File: src/hw/rtl/cbf_pkg.sv
// ----------------------------------------------------------------------------
// cbf_pkg
// Shared types and constants of the counting membership filter.
// ----------------------------------------------------------------------------
package cbf_pkg;

	// Number of counters; a power of two, so the slot is the low hash bits.
	localparam int unsigned COUNTER_COUNT = 65536;
	localparam int unsigned SLOT_W        = $clog2(COUNTER_COUNT);
	localparam int unsigned CNT_W         = 8;
	localparam int unsigned HASH_W        = 32;
	localparam int unsigned KIND_W        = 2;

	localparam logic [CNT_W-1:0]  CNT_ZERO = '0;
	localparam logic [CNT_W-1:0]  CNT_MAX  = '1;
	localparam logic [SLOT_W-1:0] SLOT_LAST = SLOT_W'(COUNTER_COUNT - 1);

	typedef logic [SLOT_W-1:0] slot_t;
	typedef logic [CNT_W-1:0]  cnt_t;

	typedef enum logic [KIND_W-1:0] {
		KIND_QUERY  = 2'd0,
		KIND_MARK   = 2'd1,
		KIND_UNMARK = 2'd2
	} cbf_kind_t;

	typedef enum logic [1:0] {
		ST_CLEAR,
		ST_IDLE,
		ST_A,
		ST_B
	} cbf_state_t;

	// Counter store access issued by the engine.
	typedef struct packed {
		logic  rd_en;
		slot_t rd_addr;
		logic  wr_en;
		slot_t wr_addr;
		cnt_t  wr_data;
	} cbf_mem_req_t;

	// Finished result handed to the output register.
	typedef struct packed {
		logic valid;
		logic maybe_present;
		logic underflow;
	} cbf_res_t;

endpackage

File: src/hw/rtl/cbf_engine.sv
// ----------------------------------------------------------------------------
// cbf_engine
// Clearing pass and read-modify-write sequencer for the counter store.
// Per item, the first slot is updated while the second is read.
// ----------------------------------------------------------------------------
module cbf_engine
	import cbf_pkg::*;
(
	input  logic                clk,
	input  logic                arst_n,
	input  logic                item_valid,
	output logic                item_ready,
	input  logic [KIND_W-1:0]   kind,
	input  logic [HASH_W-1:0]   first_hash,
	input  logic [HASH_W-1:0]   second_hash,
	input  logic                out_can_load,
	output cbf_res_t            res,
	output cbf_mem_req_t        mem_req,
	input  cnt_t                mem_rd_data
);

	cbf_state_t state_q, state_d;
	slot_t      clr_q;
	cbf_kind_t  kind_s1;
	slot_t      slot_a_s1, slot_b_s1;
	logic       nz_a_q, under_a_q;
	logic       byp_valid_q;
	slot_t      byp_addr_q;
	cnt_t       byp_data_q;

	slot_t      cur_addr;
	cnt_t       cur_cnt, new_cnt;
	logic       is_update, shared, accept;

	// Read data is registered; a write issued alongside that read request
	// is not in it, so forward it.
	always_comb begin
		cur_addr = (state_q == ST_A) ? slot_a_s1 : slot_b_s1;
		cur_cnt  = (byp_valid_q && byp_addr_q == cur_addr) ? byp_data_q : mem_rd_data;
		shared   = (slot_a_s1 == slot_b_s1);
		new_cnt  = cur_cnt;
		case (kind_s1)
			KIND_MARK: begin
				if (cur_cnt != CNT_MAX) new_cnt = cur_cnt + CNT_W'(1);
			end
			KIND_UNMARK: begin
				// top value is sticky, zero stays put
				if (cur_cnt != CNT_MAX && cur_cnt != CNT_ZERO) new_cnt = cur_cnt - CNT_W'(1);
			end
			default: new_cnt = cur_cnt;
		endcase
		is_update = (kind_s1 == KIND_MARK) || (kind_s1 == KIND_UNMARK);
	end

	always_comb begin
		state_d    = state_q;
		item_ready = 1'b0;
		res        = '0;
		mem_req    = '0;
		case (state_q)
			ST_CLEAR: begin
				mem_req.wr_en   = 1'b1;
				mem_req.wr_addr = clr_q;
				mem_req.wr_data = CNT_ZERO;
				if (clr_q == SLOT_LAST) state_d = ST_IDLE;
			end
			ST_IDLE: begin
				item_ready = 1'b1;
				if (item_valid) begin
					mem_req.rd_en   = 1'b1;
					mem_req.rd_addr = first_hash[SLOT_W-1:0];
					state_d         = ST_A;
				end
			end
			ST_A: begin
				mem_req.wr_en   = is_update;
				mem_req.wr_addr = slot_a_s1;
				mem_req.wr_data = new_cnt;
				mem_req.rd_en   = 1'b1;
				mem_req.rd_addr = slot_b_s1;
				state_d         = ST_B;
			end
			ST_B: begin
				// hold here until the output register can take the result
				if (out_can_load) begin
					mem_req.wr_en     = is_update && !shared;
					mem_req.wr_addr   = slot_b_s1;
					mem_req.wr_data   = new_cnt;
					res.valid         = 1'b1;
					res.maybe_present = (kind_s1 == KIND_QUERY) && nz_a_q &&
					                    (shared || cur_cnt != CNT_ZERO);
					res.underflow     = (kind_s1 == KIND_UNMARK) &&
					                    (under_a_q || (!shared && cur_cnt == CNT_ZERO));
					item_ready        = 1'b1;
					if (item_valid) begin
						mem_req.rd_en   = 1'b1;
						mem_req.rd_addr = first_hash[SLOT_W-1:0];
						state_d         = ST_A;
					end else begin
						state_d = ST_IDLE;
					end
				end
			end
			default: state_d = ST_CLEAR;
		endcase
	end

	assign accept = item_valid && item_ready;

	always_ff @(posedge clk or negedge arst_n) begin
		if (!arst_n) begin
			state_q     <= ST_CLEAR;
			clr_q       <= '0;
			byp_valid_q <= 1'b0;
		end else begin
			state_q <= state_d;
			if (state_q == ST_CLEAR) clr_q <= clr_q + SLOT_W'(1);
			if (mem_req.rd_en) byp_valid_q <= mem_req.wr_en;
		end
	end

	always_ff @(posedge clk) begin
		if (accept) begin
			kind_s1   <= cbf_kind_t'(kind);
			slot_a_s1 <= first_hash[SLOT_W-1:0];
			slot_b_s1 <= second_hash[SLOT_W-1:0];
		end
		if (state_q == ST_A) begin
			nz_a_q    <= (cur_cnt != CNT_ZERO);
			under_a_q <= (cur_cnt == CNT_ZERO);
		end
		if (mem_req.rd_en) begin
			byp_addr_q <= mem_req.wr_addr;
			byp_data_q <= mem_req.wr_data;
		end
	end

	a_no_accept_in_clear: assert property (@(posedge clk) disable iff (!arst_n)
		state_q == ST_CLEAR |-> !item_ready)
		else $error("item taken during clearing pass");

	a_result_only_in_b: assert property (@(posedge clk) disable iff (!arst_n)
		res.valid |-> state_q == ST_B)
		else $error("result produced outside second phase");

	a_no_write_idle: assert property (@(posedge clk) disable iff (!arst_n)
		state_q == ST_IDLE |-> !mem_req.wr_en)
		else $error("counter write while idle");

	a_accept_goes_a: assert property (@(posedge clk) disable iff (!arst_n)
		accept |=> state_q == ST_A)
		else $error("accepted transaction did not start first phase");

	a_second_read_in_a: assert property (@(posedge clk) disable iff (!arst_n)
		state_q == ST_A |-> mem_req.rd_en && mem_req.rd_addr == slot_b_s1)
		else $error("second slot not read in first phase");

endmodule

File: config.mk
export PLATFORM = sky130hd
export DESIGN_NAME = cbf_engine
export DESIGN_NICKNAME = d
export VERILOG_FILES = /design/src/hw/rtl/cbf_pkg.sv /design/src/hw/rtl/cbf_engine.sv
export SDC_FILE = /design/constraint.sdc
export NUM_CORES = 1
export LEC_CHECK = 0
export BUFFER_PORTS_ARGS = -buffer_cell sky130_fd_sc_hd__buf_4
export CORE_ASPECT_RATIO = 1.25
export CORE_MARGIN = 2
export CORE_UTILIZATION = 40
export DETAILED_ROUTE_END_ITERATION = 8
export GPL_ROUTABILITY_DRIVEN = 0
export HOLD_SLACK_MARGIN = 0.06
export PLACE_DENSITY_LB_ADDON = 0.3
export SYNTH_ARGS = -nofsm -noshare
export SYNTH_HDL_FRONTEND = slang
export SYNTH_SLANG_ARGS = --single-unit
export TNS_END_PERCENT = 1
File: constraint.sdc
create_clock -name clk -period 12.6 [get_ports clk]
set_input_delay 1.89 -clock clk [delete_from_list [all_inputs] [get_ports clk]]
set_output_delay 1.89 -clock clk [all_outputs]
set_load 0.03 [all_outputs]
==> metrics.cfg, run 1 <==
[timing]
slew_violations = 0
hold_violations = 0
setup_tns_ns = 0
worst_pin_slew_ns = 0.895
max_freq_mhz = 143
max-slew-margin-rel_pct = 39.9
period_minus_slack_ns = 6.98
finClkSkew_ns = 0.00813
setup_viol = 0
finalCritPeriodShare_pct = 55.4
rsz0062_at_grt = false

[route]
vias = 4109
dr.pass1.iters = 5
vias_per_cell = 5.68
remaining_drc_errors = 0
wl_per_cell_um = 18.4
ant_nets = 0
drt_iter0_markers = 194
routed_wl_mm = 13.3

[final_layout]
fin_area_um2 = 6020
num-nets-final = 639
area_growth_pct = 23.2
drive_gt1_share_pct = 22.9
num_antenna_cells = 0

[cts]
h-tree-depth = 3
insertion_delay_ns = 0.34
post-cts-setup-buffer-count = 0
numCtsBuffers = 9
cts_tree = yes
clock-sinks = 79
cts-root-buf = clkbuf_16
clock_path_buffers = 2
cts-resized-gates = 0
clk_pin_slew_ns = 0.06
postCtsHoldBufs = 0

[pwr]
ir_drop_mv = 0.127
power.density_nw_per_um2 = 231
power_w = 0.00139
p_leak_nw = 2.48

[logic_synthesis]
synthFlopType = edfxtp_1
syn_area_per_cell_um2 = 10.3
synth_top_area_cell = edfxtp_1
yosysWarningCount = 0
synthesis.nets = 557
ys_ff_latch = 79
post-synth-top-count-cell = edfxtp_1
ys_types = 60
yosysSeqAreaShare_pct = 46.6
synth-edff-count = 60
ys_top_cells_by_area = edfxtp_1 (37%), dfrtp_1 (9.7%), mux2i_1 (7.6%)
synthesis.instances = 473
synth_top_area_share_pct = 36.8
synth.top_cells.by_count = edfxtp_1 (60), nand2_1 (40), mux2i_1 (37)
synth-async-reset-ratio_pct = 24.1
netlist_area_um2 = 4890

[floorplan]
die_y_um = 128
core-area_um2 = 12000
rows = 45
die_area_um2 = 13100
start_util_pct = 40.6
die_w_um = 103
pin_count = 124

[status]
status = completed

[critical_path]
cp_data_arrival_time_ns = 5.09
worst-setup-path-type = reg2out
critPathMaxFanout = 15
critPathCaptureType = output port
startpoint_type = flop
cp.required_ns = 10.71

[placed_design]
numPortBuffers = 91
placed_area_um2 = 5700
place.detailed.hpwl_mm = 9.56

[grt]
grt_usage_pct = 20.5
grt_pass1_wl_mm = 20.7
grt_pass1_vias = 4055
antenna_found_initial = 0
grt_max_degree = 52
grt-ovfl-total = 0

[worst_hold_path]
min-delay-path-class = reg2reg

[job]
cap_violations = 0

[logic make-up after synthesis]
group / Yosys count / synth area share (%)
and+or+nand+nor: 154 / 16.1
AOI/OAI and AO/OA: 98 / 14.3
DFF: 79 / 46.6
buffers and inverters: 46 / 3.91
xor gates and xnor gates: 45 / 8.06
muxes: 45 / 9.49
adders and majority gates: 6 / 1.54
[report_power, final]
group | total, W | internal [W] | switching (W)
clock | 0.000281 | 0.000174 | 0.000108
combinational | 0.000651 | 0.000233 | 0.000418
sequential | 0.000458 | 0.000385 | 0.0000731
[state kept, by name (all words and copies together) (netlist names)]
| signal | count |
|---|---|
| byp_addr_q | 16 |
| byp_data_q | 8 |
| byp_valid_q | 1 |
| clr_q | 16 |
| kind_s1 | 2 |
| nz_a_q | 1 |
| slot_a_s1 | 16 |
| slot_b_s1 | 16 |
| state_q | 2 |
| under_a_q | 1 |
[layout make-up]
cell class                      instances  area (µm²)
Fill cell                            1160        6020
Multi-Input combinational cell        348        2420
Sequential cell                        79        2280
Timing Repair Buffer                   96         721
Clock buffer                            9         225
Tap cell                              164         205
Clock inverter                          7        95.1
Inverter                               21        78.8
[per-layer routing]
layer  up-vias  GRT usage, %  wire (µm)
met5         -             0          0
li1       1942             -          -
met3        16          2.95        651
met4         0          7.51        207
met1      2016          24.9       5450
met2       135          36.2       7010
[per-stage QoR]
stage / instances / worst slack [ns] / util (%) / hold WS (ns)
final: 724 / 5.62 / 50.0 / 0.518
after CTS: 724 / 5.60 / 50.0 / 0.514
after global placement: 708 / 6.08 / 47.3 / 0.496
after global routing: 724 / 5.27 / 50.0 / 0.545
after floorplan: 473 / 5.98 / - / 0.458
after detailed placement: 708 / 6.04 / 47.3 / 0.499
[worst max-delay path, stage by stage (launching register included)]
cell and delay (ns):
dfrtp_1 0.38, nand2b_4 0.19, inv_2 0.32, mux2i_1 0.26
xor2_1 0.34, nand4_1 0.27, or4_4 0.72, mux2i_1 0.31
ha_1 0.32, nand2_1 0.07, mux2i_1 0.69, nor2_1 0.18
a22o_1 0.28, a22o_1 0.24, buf_4 0.18
[cells in the final DEF, fill, tap and decap left out, drive strengths merged, types with 3 or more instances in the layout]
cell type	n
buf	96
edfxtp	60
nand2	40
mux2i	37
nor2	33
xor2	26
inv	22
xnor2	19
dfrtp	19
a22oi	18
o22ai	17
nand3	16
nor4	11
nor3	10
a21oi	10
a31oi	9
clkbuf	9
nand2b	8
mux2	8
nand4	7
o21ai	7
and3	6
ha	6
o211ai	5
nor2b	4
or3	4
a22o	4
and2	4
o31ai	3
clkinv	3
[final timing paths]
kind | from | to | slack [ns] | depth (start not counted)
max in group asynchronous | arst_n | clr_q[9]$_DFFE_PN0N_ | 10.94 | 1
worst max register to register | state_q[0]$_DFFE_PN0P_ | byp_data_q[3]$_DFFE_PP_ | 7.77 | 13
worst min-delay path | clr_q[9]$_DFFE_PN0N_ | clr_q[9]$_DFFE_PN0N_ | 0.52 | 1
worst min register to register | clr_q[9]$_DFFE_PN0N_ | clr_q[9]$_DFFE_PN0N_ | 0.52 | 1
worst max-delay path | state_q[0]$_DFFE_PN0P_ | mem_req[3] | 5.62 | 14
min in group asynchronous | arst_n | clr_q[8]$_DFFE_PN0N_ | 1.43 | 1
No activity file was read; power rests on OpenSTA's default activity.
==> inputs of run 2 (changes only) <==
==> constraint.sdc (replaced) <==
create_clock -name clk -period 7 [get_ports clk]
set_input_delay 1.05 -clock clk [delete_from_list [all_inputs] [get_ports clk]]
set_output_delay 1.05 -clock clk [all_outputs]
set_load 0.03 [all_outputs]
==> metrics.cfg, run 2 (synthesis results as in run 1) <==
[job]
cap_violations = 0  ; unchanged

[cts]
h-tree-depth = 3  ; unchanged
post-cts-setup-buffer-count = 0  ; unchanged
cts-root-buf = clkbuf_16
clock-sinks = 79  ; unchanged
postCtsHoldBufs = 0  ; unchanged
cts_tree = yes
clk_pin_slew_ns = 0.06  ; about the same
clock_path_buffers = 2  ; unchanged
cts-resized-gates = 0  ; unchanged
insertion_delay_ns = 0.34  ; about the same
numCtsBuffers = 9  ; unchanged

[timing]
worst_pin_slew_ns = 1.01  ; +0.111 ns
slew_violations = 0  ; unchanged
setup_tns_ns = 0  ; unchanged
rsz0062_at_grt = false
setup_viol = 0  ; unchanged
period_minus_slack_ns = 6.21
finClkSkew_ns = 0.00582  ; -0.00231 ns
hold_slack_ns = 0.514  ; -0.00383 ns
max-slew-margin-rel_pct = 31.0  ; -8.9 points
hold_violations = 0  ; unchanged
max_freq_mhz = 161
finalCritPeriodShare_pct = 88.7

[floorplan]
die_w_um = 103  ; unchanged
pin_count = 124  ; unchanged
die_y_um = 128  ; unchanged
die_area_um2 = 13100  ; unchanged
start_util_pct = 40.6  ; unchanged
core-area_um2 = 12000  ; unchanged
rows = 45  ; unchanged

[route]
routed_wl_mm = 13.3  ; -0.36%
remaining_drc_errors = 0  ; unchanged
wl_per_cell_um = 18.3  ; -0.36%
drt_iter0_markers = 259  ; +34%
dr.pass1.iters = 5  ; unchanged
vias_per_cell = 5.72  ; +0.78%
vias = 4141  ; +0.78%
ant_nets = 0  ; unchanged

[pwr]
p_leak_nw = 2.46  ; -1.0%
power.density_nw_per_um2 = 406  ; +76%
ir_drop_mv = 0.213  ; +68%

[final_layout]
num_antenna_cells = 0  ; unchanged
final_cell_mix = buf_4 (96), edfxtp_1 (60), nand2_1 (40)
drive_gt1_share_pct = 22.3  ; -0.54 points
final_common_cell = buf_4
num-nets-final = 639  ; unchanged
area_growth_pct = 22.1

[placed_design]
numPortBuffers = 91  ; unchanged
place.detailed.hpwl_mm = 9.69  ; +1.3%

[worst_hold_path]
min-delay-path-class = reg2reg
holdPathStages = 1  ; unchanged

[grt]
grt_usage_pct = 21.0  ; +0.52 points
grt_pass1_wl_mm = 21.2  ; +2.3%
grt_max_degree = 52  ; unchanged
grt_pass1_vias = 4071  ; +0.39%
grt-ovfl-total = 0  ; unchanged
antenna_found_initial = 0  ; unchanged

[status]
status = completed

[critical_path]
ff2ff_path_depth = 13  ; unchanged
cp.required_ns = 5.95  ; -4.76 ns
critPathCaptureType = output port
critPathMaxFanout = 15  ; unchanged
cp_data_arrival_time_ns = 5.16  ; +0.07 ns
startpoint_type = flop
worst-setup-path-type = reg2out

[run 2: changes by cell type in the layout (fill, tap and decap cells not counted)]
cell,previous run,this run
inv_6,1,0
clkbuf_8,0,1
clkbuf_1,0,2
bufinv_16,2,0
clkinv_4,1,0
clkinv_1,0,1
[run 2: report_power, final]
group / internal (W) / total, W / switching, W
Sequential: 0.000693 / 0.000824 / 0.000131
Combinational: 0.000420 / 0.00117 / 0.000747
Clock: 0.000248 / 0.000431 / 0.000184
Total: 0.00136 / 0.00242 / 0.00106
[run 2: routing by layer]
metal | GRT usage, % | up-vias | routed length [µm]
met5 | 0 | - | 0
met1 | 26.3 | 2020 | 5240
met2 | 35.5 | 151 | 6910
li1 | - | 1942 | -
met4 | 8.05 | 0 | 330
met3 | 4.05 | 28 | 793
[run 2: per-stage QoR]
stage | power [W] | std cells | cell area [µm²] | util [%] | setup WS, ns
6_report | 0.00242 | 724 | 5970 | 49.6 | 0.790
3_3_place_gp | 0.00198 | 708 | 5700 | 47.3 | 1.35
3_5_place_dp | 0.00200 | 708 | 5700 | 47.3 | 1.27
4_1_cts | 0.00244 | 724 | 5970 | 49.6 | 0.866
2_1_floorplan | 0.00160 | 473 | 4890 | - | 1.68
5_1_grt | 0.00257 | 724 | 5970 | 49.6 | 0.494
[run 2: cell type report]
type | count | area [µm²]
fill | 1135 | 6080
tap | 164 | 205
multi-input combinational | 348 | 2420
clock buffer | 12 | 246
sequential | 79 | 2280
clock inverter | 4 | 21.3
inverter | 21 | 78.8
timing repair buffer | 96 | 721
[run 2: worst paths after layout]
kind,slack [ns],endpoint,startpoint
max in group asynchronous,6.20,clr_q[3]$_DFFE_PN0N_,arst_n
hold / removal,0.51,clr_q[9]$_DFFE_PN0N_,clr_q[9]$_DFFE_PN0N_
setup reg to reg,2.10,byp_data_q[5]$_DFFE_PP_,state_q[0]$_DFFE_PN0P_
hold reg to reg,0.51,clr_q[9]$_DFFE_PN0N_,clr_q[9]$_DFFE_PN0N_
setup / recovery,0.79,mem_req[5],state_q[0]$_DFFE_PN0P_
min in group asynchronous,0.59,clr_q[9]$_DFFE_PN0N_,arst_n
[run 2: critical path, stage by stage, from the launching register on]
cell and delay [ns]:
dfrtp_1 0.38, nand2b_4 0.18, inv_2 0.32, mux2i_1 0.28, xor2_1 0.30, nand4_1 0.25
or4_4 0.70, mux2i_1 0.31, ha_1 0.32, nand2_1 0.08, mux2i_1 0.79, nor2_1 0.19
a22o_1 0.25, a41o_1 0.27, buf_4 0.18
